### config.mk
export PLATFORM = sky130hd
export DESIGN_NAME = srtf_preemptive_scheduler
export DESIGN_NICKNAME = d
export VERILOG_FILES = /design/src/rtl/core/srtf_pkg.sv /design/src/rtl/core/srtf_ram.sv /design/src/rtl/core/srtf_cmd_queue.sv /design/src/rtl/core/srtf_engine.sv /design/src/rtl/core/srtf_preemptive_scheduler.sv
export VERILOG_INCLUDE_DIRS = /design/src /design/src/rtl/core
export SDC_FILE = /design/constraint.sdc
export NUM_CORES = 1
export LEC_CHECK = 0
export BUFFER_PORTS_ARGS = -buffer_cell sky130_fd_sc_hd__buf_2
export CAP_MARGIN = 20
export CORE_ASPECT_RATIO = 1.75
export CORE_MARGIN = 3
export CORE_UTILIZATION = 60
export CTS_CLUSTER_SIZE = 10
export DETAILED_ROUTE_END_ITERATION = 12
export GPL_ROUTABILITY_DRIVEN = 0
export PLACE_DENSITY = 0.78
export SETUP_SLACK_MARGIN = 0.3
export SKIP_CTS_REPAIR_TIMING = 1
export SYNTH_ARGS = -nofsm -noshare
export SYNTH_HDL_FRONTEND = slang
export SYNTH_SLANG_ARGS = --single-unit
### constraint.sdc
create_clock -name clk_i -period 18.6 [get_ports clk_i]
set_input_delay 1.86 -clock clk_i [delete_from_list [all_inputs] [get_ports clk_i]]
set_output_delay 1.86 -clock clk_i [all_outputs]
set_load 0.01 [all_outputs]
### src/rtl/core/srtf_preemptive_scheduler_macros.svh
// Assertion helpers shared by the scheduler RTL.
`ifndef SRTF_PREEMPTIVE_SCHEDULER_MACROS_SVH
`define SRTF_PREEMPTIVE_SCHEDULER_MACROS_SVH

// Same-cycle implication, sampled on clk_i, off during reset.
`define SRTF_ASSERT_IMP(lbl, ante, cons) \
  lbl: assert property (@(posedge clk_i) disable iff (!rst_ni) (ante) |-> (cons)) \
    else $error("%m: same-cycle check failed");

// Next-cycle implication, sampled on clk_i, off during reset.
`define SRTF_ASSERT_NXT(lbl, ante, cons) \
  lbl: assert property (@(posedge clk_i) disable iff (!rst_ni) (ante) |=> (cons)) \
    else $error("%m: next-cycle check failed");

`endif

### src/rtl/core/srtf_pkg.sv
`timescale 1ns / 1ps
package srtf_pkg;

  localparam int unsigned MAX_PROCS_DEF  = 16;
  localparam int unsigned CMDQ_DEPTH_DEF = 2;

  localparam int unsigned FIELD_W    = 16;
  localparam int unsigned TIME_W     = 24;
  localparam int unsigned SUM_W      = 28;
  localparam int unsigned ID_W       = 4;
  localparam int unsigned ACTION_W   = 2;
  localparam int unsigned IN_TDATA_W = 32;
  localparam int unsigned OUT_TDATA_W = 160;

  localparam logic [TIME_W-1:0] TIME_MAX = '1;
  localparam logic [SUM_W-1:0]  SUM_MAX  = '1;

  typedef enum logic [ACTION_W-1:0] {
    OP_CLEAR = 2'd0,
    OP_ADD   = 2'd1,
    OP_TICK  = 2'd2,
    OP_NOP   = 2'd3
  } op_e;

  typedef struct packed {
    op_e                op;
    logic [FIELD_W-1:0] arrival;
    logic [FIELD_W-1:0] burst;
  } cmd_t;

  typedef struct packed {
    logic [TIME_W-1:0] time_now;
    logic              served_valid;
    logic [ID_W-1:0]   served_id;
    logic              finished;
    logic [TIME_W-1:0] completion_time;
    logic [TIME_W-1:0] turnaround;
    logic [TIME_W-1:0] waiting_time;
    logic              all_done;
    logic [SUM_W-1:0]  total_turnaround;
    logic [SUM_W-1:0]  total_waiting;
    logic              rejected;
  } result_t;

endpackage

### src/rtl/core/srtf_ram.sv
`timescale 1ns / 1ps
module srtf_ram #(
  parameter int unsigned Width = 16,
  parameter int unsigned Depth = 16
) (
  input  logic                     clk_i,
  input  logic                     we_i,
  input  logic [$clog2(Depth)-1:0] waddr_i,
  input  logic [Width-1:0]         wdata_i,
  input  logic [$clog2(Depth)-1:0] raddr_i,
  output logic [Width-1:0]         rdata_o
);

  logic [Width-1:0] mem_q [Depth];
  logic [Width-1:0] rdata_q;

  always_ff @(posedge clk_i) begin
    if (we_i) begin
      mem_q[waddr_i] <= wdata_i;
    end
    rdata_q <= mem_q[raddr_i];
  end

  assign rdata_o = rdata_q;

endmodule

### src/rtl/core/srtf_cmd_queue.sv
`timescale 1ns / 1ps
module srtf_cmd_queue #(
  parameter int unsigned Depth = srtf_pkg::CMDQ_DEPTH_DEF
) (
  input  logic           clk_i,
  input  logic           rst_ni,
  input  logic           push_valid_i,
  output logic           push_ready_o,
  input  srtf_pkg::cmd_t push_i,
  output logic           pop_valid_o,
  input  logic           pop_ready_i,
  output srtf_pkg::cmd_t pop_o
);
  import srtf_pkg::*;

  localparam int unsigned PW = (Depth > 1) ? $clog2(Depth) : 1;
  localparam int unsigned NW = $clog2(Depth + 1);

  cmd_t          mem_q [Depth];
  logic [PW-1:0] wr_ptr_q, wr_ptr_d;
  logic [PW-1:0] rd_ptr_q, rd_ptr_d;
  logic [NW-1:0] fill_q, fill_d;
  logic          push, pop;

  assign push_ready_o = (fill_q != NW'(Depth));
  assign pop_valid_o  = (fill_q != '0);
  assign push         = push_valid_i && push_ready_o;
  assign pop          = pop_valid_o && pop_ready_i;
  assign pop_o        = mem_q[rd_ptr_q];

  always_comb begin
    wr_ptr_d = wr_ptr_q;
    rd_ptr_d = rd_ptr_q;
    fill_d   = fill_q;
    if (push) begin
      wr_ptr_d = (wr_ptr_q == PW'(Depth - 1)) ? '0 : wr_ptr_q + 1'b1;
    end
    if (pop) begin
      rd_ptr_d = (rd_ptr_q == PW'(Depth - 1)) ? '0 : rd_ptr_q + 1'b1;
    end
    if (push && !pop) begin
      fill_d = fill_q + 1'b1;
    end else if (pop && !push) begin
      fill_d = fill_q - 1'b1;
    end
  end

  always_ff @(posedge clk_i or negedge rst_ni) begin
    if (!rst_ni) begin
      wr_ptr_q <= '0;
      rd_ptr_q <= '0;
      fill_q   <= '0;
    end else begin
      wr_ptr_q <= wr_ptr_d;
      rd_ptr_q <= rd_ptr_d;
      fill_q   <= fill_d;
    end
  end

  always_ff @(posedge clk_i) begin
    if (push) begin
      mem_q[wr_ptr_q] <= push_i;
    end
  end

endmodule

### src/rtl/core/srtf_engine.sv
`timescale 1ns / 1ps
`include "srtf_preemptive_scheduler_macros.svh"
module srtf_engine #(
  parameter int unsigned MaxProcs = srtf_pkg::MAX_PROCS_DEF
) (
  input  logic              clk_i,
  input  logic              rst_ni,
  input  logic              cmd_valid_i,
  output logic              cmd_ready_o,
  input  srtf_pkg::cmd_t    cmd_i,
  output logic              res_valid_o,
  input  logic              res_ready_i,
  output srtf_pkg::result_t res_o
);
  import srtf_pkg::*;

  localparam int unsigned IW = $clog2(MaxProcs);
  localparam int unsigned CW = $clog2(MaxProcs + 1);

  typedef enum logic [5:0] {
    ST_IDLE   = 6'b000001,
    ST_SCAN   = 6'b000010,
    ST_UPDATE = 6'b000100,
    ST_ACC_T  = 6'b001000,
    ST_ACC_W  = 6'b010000,
    ST_RESP   = 6'b100000
  } state_e;

  state_e            state_q, state_d;
  logic [CW-1:0]     proc_cnt_q, proc_cnt_d;
  logic [CW-1:0]     done_cnt_q, done_cnt_d;
  logic [TIME_W-1:0] time_q, time_d;
  logic [SUM_W-1:0]  sum_t_q, sum_t_d;
  logic [SUM_W-1:0]  sum_w_q, sum_w_d;
  logic [CW-1:0]     scan_idx_q, scan_idx_d;
  logic              pend_q, pend_d;
  logic [IW-1:0]     pend_idx_q, pend_idx_d;
  logic              found_q, found_d;
  logic [IW-1:0]     best_idx_q, best_idx_d;
  logic [FIELD_W-1:0] best_rem_q, best_rem_d;
  logic [FIELD_W-1:0] best_arr_q, best_arr_d;
  logic [FIELD_W-1:0] best_bur_q, best_bur_d;
  logic              st_served_q, st_served_d;
  logic [ID_W-1:0]   st_id_q, st_id_d;
  logic              st_fin_q, st_fin_d;
  logic [TIME_W-1:0] st_comp_q, st_comp_d;
  logic [TIME_W-1:0] st_tat_q, st_tat_d;
  logic [TIME_W-1:0] st_wt_q, st_wt_d;
  logic              st_rej_q, st_rej_d;
  logic              out_valid_q, out_valid_d;
  result_t           out_q, out_d;

  logic               arr_we, bur_we, rem_we;
  logic [IW-1:0]      waddr;
  logic [FIELD_W-1:0] rem_wdata;
  logic [FIELD_W-1:0] arr_rd, rem_rd, bur_rd;
  logic               cand_elig, cand_better;
  logic [TIME_W-1:0]  time_inc;
  logic [TIME_W-1:0]  bur_ext;
  logic               out_load;

  function automatic logic [SUM_W-1:0] sat_add(logic [SUM_W-1:0] a, logic [TIME_W-1:0] b);
    logic [SUM_W:0] s;
    s = {1'b0, a} + (SUM_W + 1)'(b);
    return (s > {1'b0, SUM_MAX}) ? SUM_MAX : s[SUM_W-1:0];
  endfunction

  srtf_ram #(.Width(FIELD_W), .Depth(MaxProcs)) u_arr_ram (
    .clk_i   (clk_i),
    .we_i    (arr_we),
    .waddr_i (waddr),
    .wdata_i (cmd_i.arrival),
    .raddr_i (scan_idx_q[IW-1:0]),
    .rdata_o (arr_rd)
  );

  srtf_ram #(.Width(FIELD_W), .Depth(MaxProcs)) u_rem_ram (
    .clk_i   (clk_i),
    .we_i    (rem_we),
    .waddr_i (waddr),
    .wdata_i (rem_wdata),
    .raddr_i (scan_idx_q[IW-1:0]),
    .rdata_o (rem_rd)
  );

  srtf_ram #(.Width(FIELD_W), .Depth(MaxProcs)) u_bur_ram (
    .clk_i   (clk_i),
    .we_i    (bur_we),
    .waddr_i (waddr),
    .wdata_i (cmd_i.burst),
    .raddr_i (scan_idx_q[IW-1:0]),
    .rdata_o (bur_rd)
  );

  assign cmd_ready_o = (state_q == ST_IDLE);
  assign res_valid_o = out_valid_q;
  assign res_o       = out_q;

  // Candidate from the slot read last cycle.
  assign cand_elig   = (TIME_W'(arr_rd) <= time_q) && (rem_rd != '0);
  assign cand_better = !found_q || (rem_rd < best_rem_q) ||
                       ((rem_rd == best_rem_q) && (arr_rd < best_arr_q));
  assign time_inc    = (time_q != TIME_MAX) ? time_q + 1'b1 : time_q;
  assign bur_ext     = TIME_W'(best_bur_q);
  assign out_load    = (state_q == ST_RESP) && (!out_valid_q || res_ready_i);

  always_comb begin
    state_d     = state_q;
    proc_cnt_d  = proc_cnt_q;
    done_cnt_d  = done_cnt_q;
    time_d      = time_q;
    sum_t_d     = sum_t_q;
    sum_w_d     = sum_w_q;
    scan_idx_d  = scan_idx_q;
    pend_d      = pend_q;
    pend_idx_d  = pend_idx_q;
    found_d     = found_q;
    best_idx_d  = best_idx_q;
    best_rem_d  = best_rem_q;
    best_arr_d  = best_arr_q;
    best_bur_d  = best_bur_q;
    st_served_d = st_served_q;
    st_id_d     = st_id_q;
    st_fin_d    = st_fin_q;
    st_comp_d   = st_comp_q;
    st_tat_d    = st_tat_q;
    st_wt_d     = st_wt_q;
    st_rej_d    = st_rej_q;
    out_valid_d = out_valid_q;
    out_d       = out_q;
    arr_we      = 1'b0;
    bur_we      = 1'b0;
    rem_we      = 1'b0;
    waddr       = proc_cnt_q[IW-1:0];
    rem_wdata   = cmd_i.burst;

    if (out_valid_q && res_ready_i) begin
      out_valid_d = 1'b0;
    end

    case (state_q)
      ST_IDLE: begin
        if (cmd_valid_i) begin
          st_served_d = 1'b0;
          st_id_d     = '0;
          st_fin_d    = 1'b0;
          st_comp_d   = '0;
          st_tat_d    = '0;
          st_wt_d     = '0;
          st_rej_d    = 1'b0;
          state_d     = ST_RESP;
          case (cmd_i.op)
            OP_CLEAR: begin
              proc_cnt_d = '0;
              done_cnt_d = '0;
              time_d     = '0;
              sum_t_d    = '0;
              sum_w_d    = '0;
              scan_idx_d = '0;
            end
            OP_ADD: begin
              if (proc_cnt_q == CW'(MaxProcs)) begin
                st_rej_d = 1'b1;
              end else begin
                arr_we     = 1'b1;
                bur_we     = 1'b1;
                rem_we     = 1'b1;
                st_id_d    = ID_W'(proc_cnt_q);
                proc_cnt_d = proc_cnt_q + 1'b1;
              end
            end
            OP_TICK: begin
              scan_idx_d = '0;
              pend_d     = 1'b0;
              found_d    = 1'b0;
              state_d    = ST_SCAN;
            end
            default: begin
            end
          endcase
        end
      end
      ST_SCAN: begin
        if (pend_q && cand_elig && cand_better) begin
          found_d    = 1'b1;
          best_idx_d = pend_idx_q;
          best_rem_d = rem_rd;
          best_arr_d = arr_rd;
          best_bur_d = bur_rd;
        end
        if (scan_idx_q < proc_cnt_q) begin
          pend_d     = 1'b1;
          pend_idx_d = scan_idx_q[IW-1:0];
          scan_idx_d = scan_idx_q + 1'b1;
        end else begin
          pend_d  = 1'b0;
          state_d = ST_UPDATE;
        end
      end
      ST_UPDATE: begin
        time_d = time_inc;
        if (found_q) begin
          st_served_d = 1'b1;
          st_id_d     = ID_W'(best_idx_q);
          rem_we      = 1'b1;
          waddr       = best_idx_q;
          rem_wdata   = best_rem_q - 1'b1;
          if (best_rem_q == FIELD_W'(1)) begin
            st_fin_d  = 1'b1;
            st_comp_d = time_inc;
            st_tat_d  = time_inc - TIME_W'(best_arr_q);
          end
        end
        state_d = ST_ACC_T;
      end
      ST_ACC_T: begin
        if (st_fin_q) begin
          st_wt_d = (st_tat_q >= bur_ext) ? st_tat_q - bur_ext : '0;
          sum_t_d = sat_add(sum_t_q, st_tat_q);
        end
        state_d = ST_ACC_W;
      end
      ST_ACC_W: begin
        if (st_fin_q) begin
          sum_w_d    = sat_add(sum_w_q, st_wt_q);
          done_cnt_d = done_cnt_q + 1'b1;
        end
        state_d = ST_RESP;
      end
      ST_RESP: begin
        if (out_load) begin
          out_valid_d           = 1'b1;
          out_d.time_now        = time_q;
          out_d.served_valid    = st_served_q;
          out_d.served_id       = st_id_q;
          out_d.finished        = st_fin_q;
          out_d.completion_time = st_comp_q;
          out_d.turnaround      = st_tat_q;
          out_d.waiting_time    = st_wt_q;
          out_d.all_done        = (done_cnt_q == proc_cnt_q);
          out_d.total_turnaround = sum_t_q;
          out_d.total_waiting   = sum_w_q;
          out_d.rejected        = st_rej_q;
          state_d               = ST_IDLE;
        end
      end
      default: begin
        state_d = ST_IDLE;
      end
    endcase
  end

  always_ff @(posedge clk_i or negedge rst_ni) begin
    if (!rst_ni) begin
      state_q     <= ST_IDLE;
      proc_cnt_q  <= '0;
      done_cnt_q  <= '0;
      time_q      <= '0;
      sum_t_q     <= '0;
      sum_w_q     <= '0;
      scan_idx_q  <= '0;
      pend_q      <= 1'b0;
      found_q     <= 1'b0;
      out_valid_q <= 1'b0;
    end else begin
      state_q     <= state_d;
      proc_cnt_q  <= proc_cnt_d;
      done_cnt_q  <= done_cnt_d;
      time_q      <= time_d;
      sum_t_q     <= sum_t_d;
      sum_w_q     <= sum_w_d;
      scan_idx_q  <= scan_idx_d;
      pend_q      <= pend_d;
      found_q     <= found_d;
      out_valid_q <= out_valid_d;
    end
  end

  always_ff @(posedge clk_i) begin
    pend_idx_q  <= pend_idx_d;
    best_idx_q  <= best_idx_d;
    best_rem_q  <= best_rem_d;
    best_arr_q  <= best_arr_d;
    best_bur_q  <= best_bur_d;
    st_served_q <= st_served_d;
    st_id_q     <= st_id_d;
    st_fin_q    <= st_fin_d;
    st_comp_q   <= st_comp_d;
    st_tat_q    <= st_tat_d;
    st_wt_q     <= st_wt_d;
    st_rej_q    <= st_rej_d;
    out_q       <= out_d;
  end

  `SRTF_ASSERT_IMP(a_done_le_procs, 1'b1, done_cnt_q <= proc_cnt_q)
  `SRTF_ASSERT_IMP(a_scan_in_table, 1'b1, scan_idx_q <= proc_cnt_q)
  `SRTF_ASSERT_NXT(a_fin_is_served, out_load && st_fin_q, out_q.served_valid && (out_q.time_now != '0))

endmodule

### src/rtl/core/srtf_preemptive_scheduler.sv
`timescale 1ns / 1ps
// Preemptive shortest-remaining-time-first scheduler with a table of up to
// MaxProcs processes. Each input item is one action (clear, add, tick) and
// yields exactly one result item. Items enter a short command queue, so up to
// QueueDepth items are taken while the scheduling engine is busy or while a
// result waits to be taken; once the queue is full the input stalls until the
// engine takes the next item. Clear, add and the unused action go from idle
// straight to the response state; a tick first scans the loaded processes,
// reading one table slot per cycle through the read ports of the arrival,
// remaining-time and burst memories, then updates the chosen process and
// accumulates the turnaround and waiting totals. The process stores need no
// clearing pass after reset: only slots below the process count are used.
module srtf_preemptive_scheduler #(
  parameter int unsigned MaxProcs   = srtf_pkg::MAX_PROCS_DEF,
  parameter int unsigned QueueDepth = srtf_pkg::CMDQ_DEPTH_DEF
) (
  input  logic                               clk_i,
  input  logic                               rst_ni,
  input  logic                               s_axis_tvalid_i,
  output logic                               s_axis_tready_o,
  // arrival_time [15:0], burst_time [31:16]
  input  logic [srtf_pkg::IN_TDATA_W-1:0]    s_axis_tdata_i,
  // action [1:0]
  input  logic [srtf_pkg::ACTION_W-1:0]      s_axis_tuser_i,
  output logic                               m_axis_tvalid_o,
  input  logic                               m_axis_tready_i,
  // time_now [23:0], served_valid [24], served_id [28:25], finished [29],
  // completion_time [53:30], turnaround [77:54], waiting_time [101:78],
  // all_done [102], total_turnaround [130:103], total_waiting [158:131],
  // rejected [159]
  output logic [srtf_pkg::OUT_TDATA_W-1:0]   m_axis_tdata_o
);
  import srtf_pkg::*;

  cmd_t    in_cmd;
  cmd_t    q_cmd;
  logic    q_valid, q_ready;
  result_t res;

  // Classify the incoming item: the action code becomes an operation.
  always_comb begin
    in_cmd.arrival = s_axis_tdata_i[FIELD_W-1:0];
    in_cmd.burst   = s_axis_tdata_i[2*FIELD_W-1:FIELD_W];
    case (s_axis_tuser_i)
      OP_CLEAR: in_cmd.op = OP_CLEAR;
      OP_ADD:   in_cmd.op = OP_ADD;
      OP_TICK:  in_cmd.op = OP_TICK;
      default:  in_cmd.op = OP_NOP;
    endcase
  end

  // Hold classified items until the engine is free.
  srtf_cmd_queue #(.Depth(QueueDepth)) u_queue (
    .clk_i        (clk_i),
    .rst_ni       (rst_ni),
    .push_valid_i (s_axis_tvalid_i),
    .push_ready_o (s_axis_tready_o),
    .push_i       (in_cmd),
    .pop_valid_o  (q_valid),
    .pop_ready_i  (q_ready),
    .pop_o        (q_cmd)
  );

  // Carry out one action at a time; the result waits in its output register.
  srtf_engine #(.MaxProcs(MaxProcs)) u_engine (
    .clk_i       (clk_i),
    .rst_ni      (rst_ni),
    .cmd_valid_i (q_valid),
    .cmd_ready_o (q_ready),
    .cmd_i       (q_cmd),
    .res_valid_o (m_axis_tvalid_o),
    .res_ready_i (m_axis_tready_i),
    .res_o       (res)
  );

  // Pack the result item, first field in the lowest bits.
  assign m_axis_tdata_o = {res.rejected, res.total_waiting, res.total_turnaround,
                           res.all_done, res.waiting_time, res.turnaround,
                           res.completion_time, res.finished, res.served_id,
                           res.served_valid, res.time_now};

endmodule
After elaboration in Yosys (flattened, before gate mapping)
Memory sizes are Yosys's and may differ from the RTL's. A register that Yosys moved wholly into a read port is not among the register bits.
Cells that the tools add are included.
W data, S select, Z words.
{ "word_totals": {"elab_cells": 211, "output_inout_bits": 162, "register_bits": 403, "ramBits": 836, "in_bits": 38, "mem_count": 4} }
{ "memory_table": {"columns": ["memory", "depth", "width", "rd", "rd_ports_with_merged_regs", "wr", "line", "source"], "rows": [
  ["u_engine.u_arr_ram.mem_q", 16, 16, 1, 1, 1, "srtf_ram.sv:14", "logic [Width-1:0] mem_q [Depth];"],
  ["u_engine.u_bur_ram.mem_q", 16, 16, 1, 1, 1, "srtf_ram.sv:14", null],
  ["u_engine.u_rem_ram.mem_q", 16, 16, 1, 1, 1, "srtf_ram.sv:14", null],
  ["u_queue.mem_q", 2, 34, 1, 0, 1, "srtf_cmd_queue.sv:19", "cmd_t mem_q [Depth];"]
]} }
{ "op_classes": {"n_addsub": 13, "order_cmp": 7, "reduce_logical": 43, "mux": 79, "eq_ne": 29} }
{ "ops": {"columns": ["cell", "count"], "rows": [
  ["$mux W24", 10],
  ["$pmux W24 S2", 4],
  ["$mux W28", 6],
  ["$pmux W28 S2", 2],
  ["$add A28 B24 Y29", 2],
  ["$gt A29 B28 Y1 const B", 2],
  ["$sub A24 B16 Y24", 2],
  ["$pmux W6 S6", 1],
  ["$mux W5", 7],
  ["$lt A16 B16 Y1", 2],
  ["$mux W16", 2],
  ["$pmux W5 S2", 3],
  ["$mux W1", 25],
  ["$add A24 B1 Y24 const B", 1],
  ["$ge A24 B16 Y1", 1],
  ["$le A16 B24 Y1", 1],
  ["$mux W4", 6],
  ["$mux W6", 4],
  ["$ne A24 B24 Y1 const B", 1],
  ["$reduce_and A4 Y1", 6],
  ["$ne A2 B1 Y1 const B", 10],
  ["$eq A16 B1 Y1 const B", 1],
  ["$eq A16 B16 Y1", 1],
  ["$reduce_bool A16 Y1", 1],
  ["other kinds (29)", 70]
]} }

Depth between registers and ports, before layout
{ "depth": {"depth_word": 7, "depth_mapped": 16, "ltp_nobuf": 16} }

Modules after synthesis
A second synthesis with hierarchy kept.
{ "unflattened": {"cells_unflattened": 3173, "hier_area_um2": 53120.9} }
{ "by_module_without_submodules": {"columns": ["module", "n_inst", "seq_area_each_um2", "cells_each", "area_each_um2"], "rows": [
  ["srtf_ram", 3, 8007.7, 432, 10042.1],
  ["srtf_engine", 1, 11462.2, 1751, 20188.1],
  ["srtf_cmd_queue", 1, 2142.1, 124, 2798.9],
  ["srtf_preemptive_scheduler", 1, 0.0, 2, 7.5]
]} }

Least setup slack after synthesis
No wires, ideal clock.
{ "synth_path": {"path_type": "input -> register", "from": "input port m_axis_tready_i", "to": "register u_engine.out_q (netlist bit u_engine.res_o[0]) (enable)", "stages": 2, "required_ps": 17900, "setup_ps": 700, "arrival_ps": 9029, "path_slack_ps": 8871, "n_path_buf": 0, "path_cell_list": "nand2b_1 -> nor2b_1"} }
{ "synth_between": {"elab_chain_len": 3} }
{ "synth_rtl": {"columns": ["item", "line", "source"], "rows": [
  ["from (decl)", "srtf_preemptive_scheduler.sv:26", "input logic m_axis_tready_i,"],
  ["$logic_or A1 B1 Y1", "srtf_engine.sv:105", "assign out_load = (state_q == ST_RESP) && (!out_valid_q || res_ready_i);"],
  ["$logic_and A1 B1 Y1", "srtf_engine.sv:105", null],
  ["$reduce_and A2 Y1 (no source line)", null, null],
  ["to (signal assigned)", "srtf_engine.sv:292", "out_q <= out_d;"],
  ["to (decl)", "srtf_engine.sv:51", "result_t out_q, out_d;"]
]} }
No other way between the ends.
A chain may end at the register's enable or synchronous reset.

Final worst setup path
{ "layout_path": {"from": "register u_engine.state_q[1]", "to": "memory u_engine.u_arr_ram.mem_q[44][11], in the netlist u_engine.u_arr_ram.mem_q[11][11] (enable)"} }
{ "layout_between": {"elab_chain_len": 4, "word_cells_on_any_way": 6, "cone_classes": "2 x eq/ne; 4 x mux"} }
{ "layout_rtl": {"columns": ["item", "line", "source"], "rows": [
  ["from (decl)", "srtf_engine.sv:29", "state_e state_q, state_d;"],
  ["from (signal assigned)", "srtf_engine.sv:266", "state_q <= state_d;"],
  ["$eq A6 B1 Y1", "srtf_engine.sv:141", "case (state_q)"],
  ["$mux W1", "srtf_engine.sv:141", null],
  ["$mux W1", "srtf_ram.sv:18", "if (we_i) begin"],
  ["$mux W1 (not written as such)", "srtf_ram.sv:19", "mem_q[waddr_i] <= wdata_i;"],
  ["to (decl)", "srtf_ram.sv:14", null]
]} }
Parallel ways exist; a longest one is shown, timed or not.

==> metrics.cfg <==
[clocking]
cts_tree = yes
cts.htree.levels = 4
clock-sinks = 1287
insertion_delay_ns = 0.76
clockBufferDepth = 3
clkTransAtPathRegs_ns = 0.06
numCtsBuffers = 146
cts-root-buf = clkbuf_16

[global_routing]
grt_pass1_wl_mm = 190.2
antenna_found_initial = 5
globalRouteOverflowTotal = 0
grt_max_degree = 113
grt_pass1_vias = 30250
grt.total_usage_pct = 28.01

[pwr]
ir_drop_mv = 0.1142
power_mw = 8.119
power_density_nw_per_um2 = 136.6
leakagePower_nw = 20.97

[synthesis]
yosys_warnings = 0
ys_seq_elements = 1287
syn_inst = 3039
synth_edf_count = 1131
synth_nets = 3220
synth_area_um2 = 52730
ys.flop_type = edfxtp_1
avgSynthCellArea_um2 = 17.35
yosysSeqAreaShare_pct = 71.35
ys_types = 86
async_reset_ff_share_pct = 8.392

[setup_path]
cpPeakStageDelay_ns = 0.93
cp_data_arrival_time_ns = 5.85
path_cells = or4_1 -> or3b_2 -> inv_2 -> and2_1 -> a31oi_1 -> or2_2 -> nor2_4
crit_path_start = u_engine.state_q[1]$_DFFE_PN0P_
worstSetupPathType = flop to flop
endpoint_kind = flop
slowest_stage = and2_1
critPathRequiredTime_ns = 18.96
path_max_fanout = 34
start_kind = flop
r2r_start = u_engine.state_q[1]$_DFFE_PN0P_

[floorplanning]
core.rowCount = 143
initial_core_util_pct = 60.64
io_pins = 200
die_w_um = 230.1
die_area_um2 = 91620
die_y_um = 398.2
core_um2 = 86960

[drt]
vias_per_cell = 6.408
wl_per_cell_um = 27.57
vias = 29190
drtPass1Iterations = 6
detail-route-antenna-nets = 0
routed_wirelength_mm = 125.6
first_iter_violations = 2917
post-route-drc-count = 0

[sta]
hold_violations = 0
grt_setup_unrepaired = no
setup_violations = 0
clock_skew_ns = 0.02483
report.final.slew_viol_count = 0
finalCritPeriodShare_pct = 29.55
setup_tns_ns = 0
max_slew_margin_pct = 26.78
tightest_slew_ns = 1.096
max_freq_ghz = 0.1819
period_needed_ns = 5.497

[run_status]
status = finished clean

[finish]
drive_above_1_share_pct = 21.95
area_delta_synth_final_pct = 12.75
final_nets = 3509
stdcell_area_um2 = 59460
fin_cells = 4555

[place]
dpl_cell_area_um2 = 55270
port_buffers = 199
dpl.hpwl_mm = 82.38
place_inst = 4334

[flow_run]
cap_violations = 0

[worst_hold_path]
min_from = u_engine.u_bur_ram.rdata_o[3]$_DFF_P_
hold_class = flop to flop

-- cells in the mapped netlist, types with 4 or more instances --
master | number | area, um^2
nor3b_1 | 9 | 67.56
nand2b_1 | 24 | 150.1
and2_1 | 26 | 162.7
nor2b_1 | 14 | 87.58
nand2_1 | 174 | 653.1
nor4_1 | 19 | 118.9
o21bai_1 | 11 | 82.58
nand4_1 | 23 | 143.9
a211o_1 | 4 | 35.03
o21ai_0 | 101 | 505.5
mux4_2 | 240 | 5405
or4_1 | 7 | 52.55
a21oi_1 | 95 | 475.5
inv_1 | 101 | 379.1
or3_1 | 8 | 50.05
a211oi_1 | 23 | 172.7
o31ai_1 | 17 | 127.6
fa_1 | 4 | 80.08
edfxtp_1 | 1131 | 33960
ha_1 | 139 | 1739
dfrtp_1 | 107 | 2678
clkbuf_1 | 73 | 274.0
mux2i_1 | 4 | 40.04
o211ai_1 | 11 | 82.58
and3_1 | 11 | 68.82
or2_2 | 9 | 56.30
nor2_1 | 148 | 555.5
a21boi_0 | 5 | 37.54
nand3_1 | 42 | 210.2
a22o_1 | 5 | 43.79
xor2_1 | 36 | 315.3
o21a_1 | 17 | 127.6
a221o_1 | 5 | 50.05
dfxtp_1 | 48 | 960.9
a31oi_1 | 21 | 131.4
and4_1 | 5 | 43.79
nand3b_1 | 6 | 45.04
a21o_1 | 62 | 465.5
xnor2_1 | 81 | 709.4
nor3_1 | 46 | 230.2
mux2_2 | 47 | 529.3
buf_1 | 21 | 78.83
-- layout by cell type (no fill, tap or decap), drive strengths merged, types with 11 or more instances in the layout --
cell type / instances
o21a: 17
a21o: 62
o21ai: 106
nand4: 23
nand3: 42
a31oi: 21
buf: 238
o21bai: 11
and3: 11
edfxtp: 1131
ha: 139
a211oi: 23
nand2b: 24
mux4: 240
nand2: 174
and2: 26
dfxtp: 48
o211ai: 11
a21oi: 96
xor2: 36
nor3: 47
mux2: 47
nor2: 149
dfrtp: 107
clkinv: 11
nor4: 20
o31ai: 17
xnor2: 81
nor2b: 14
inv: 108
clkbuf: 200
-- stage by stage --
stage	util [%]	setup WS, ns	hold slack [ns]
2_1_floorplan	-	8.871	0.3855
3_3_place_gp	63.54	13.33	0.3894
3_5_place_dp	63.56	13.22	0.3887
4_1_cts	68.29	13.15	0.3990
5_1_grt	68.37	12.85	0.4080
6_report	68.38	13.10	0.3988
-- critical path, delay by kind of cell, from the launching register on --
kind	cells	cell delay (ns)
flip-flops	1	0.44
buffers and inverters	1	0.60
AO/OA/AOI/OAI	1	0.40
AND/OR/NAND/NOR	5	3.59
-- final timing paths --
path / to / slack (ns) / cells after the start
worst max-delay path: u_engine.u_arr_ram.mem_q[11][11]$_DFFE_PP_ / 13.10 / 7
worst min-delay path: u_engine.best_bur_q[3]$_DFFE_PP_ / 0.40 / 0
worst max register to register: u_engine.u_arr_ram.mem_q[11][11]$_DFFE_PP_ / 13.10 / 7
worst min register to register: u_engine.best_bur_q[3]$_DFFE_PP_ / 0.40 / 0
max in group asynchronous: u_engine.time_q[0]$_DFFE_PN0P_ / 16.09 / 2
min in group asynchronous: u_engine.sum_w_q[19]$_DFFE_PN0P_ / 1.16 / 1
-- power breakdown --
part	switching (mW)	internal (mW)
clock	1.09	1.45
combinational	1.04	0.550
sequential	0.239	3.76
-- metal layers --
metal | up-vias | share of wire [%] | GRT usage (%)
li1 | 12510 | - | -
met4 | 0 | 6.0 | 14.50
met3 | 365 | 7.1 | 4.916
met1 | 14720 | 35 | 34.10
met5 | - | 0 | 0
met2 | 1593 | 51 | 48.25
-- registers in the layout, summed over array words and instances, names as in the netlist, 24 cells and up --
| name | flops |
|---|---|
| u_engine.st_comp_q | 24 |
| u_engine.st_wt_q | 24 |
| u_engine.u_bur_ram.mem_q | 256 |
| u_engine.sum_t_q | 28 |
| u_engine.res_o | 160 |
| u_engine.sum_w_q | 28 |
| u_engine.time_q | 24 |
| u_engine.st_tat_q | 24 |
| u_engine.u_rem_ram.mem_q | 256 |
| u_queue.mem_q | 68 |
| u_engine.u_arr_ram.mem_q | 256 |
-- cell type report --
cell class	count	area [um^2]
Inverter	104	392.9
Tap cell	1160	1451
Clock buffer	199	3862
Sequential cell	1287	37640
Clock inverter	15	246.5
Timing Repair Buffer	239	1349
Fill cell	5432	27500
Multi-Input combinational cell	1550	14520
Antenna cell	1	2.502
-- cells by family (layout without fill, tap and decap cells) --
logic type	count (synthesis)	after routing	synth area share, %
other cells	0	1	0
flops	1287	1287	71.35
buf+inv	202	557	1.450
mux	291	291	11.33
simple gates	585	585	5.403
compound gates	414	414	5.073
fa+ha+maj	143	143	3.450
xor+xnor	117	117	1.943
(Power assumes the default switching activity.)
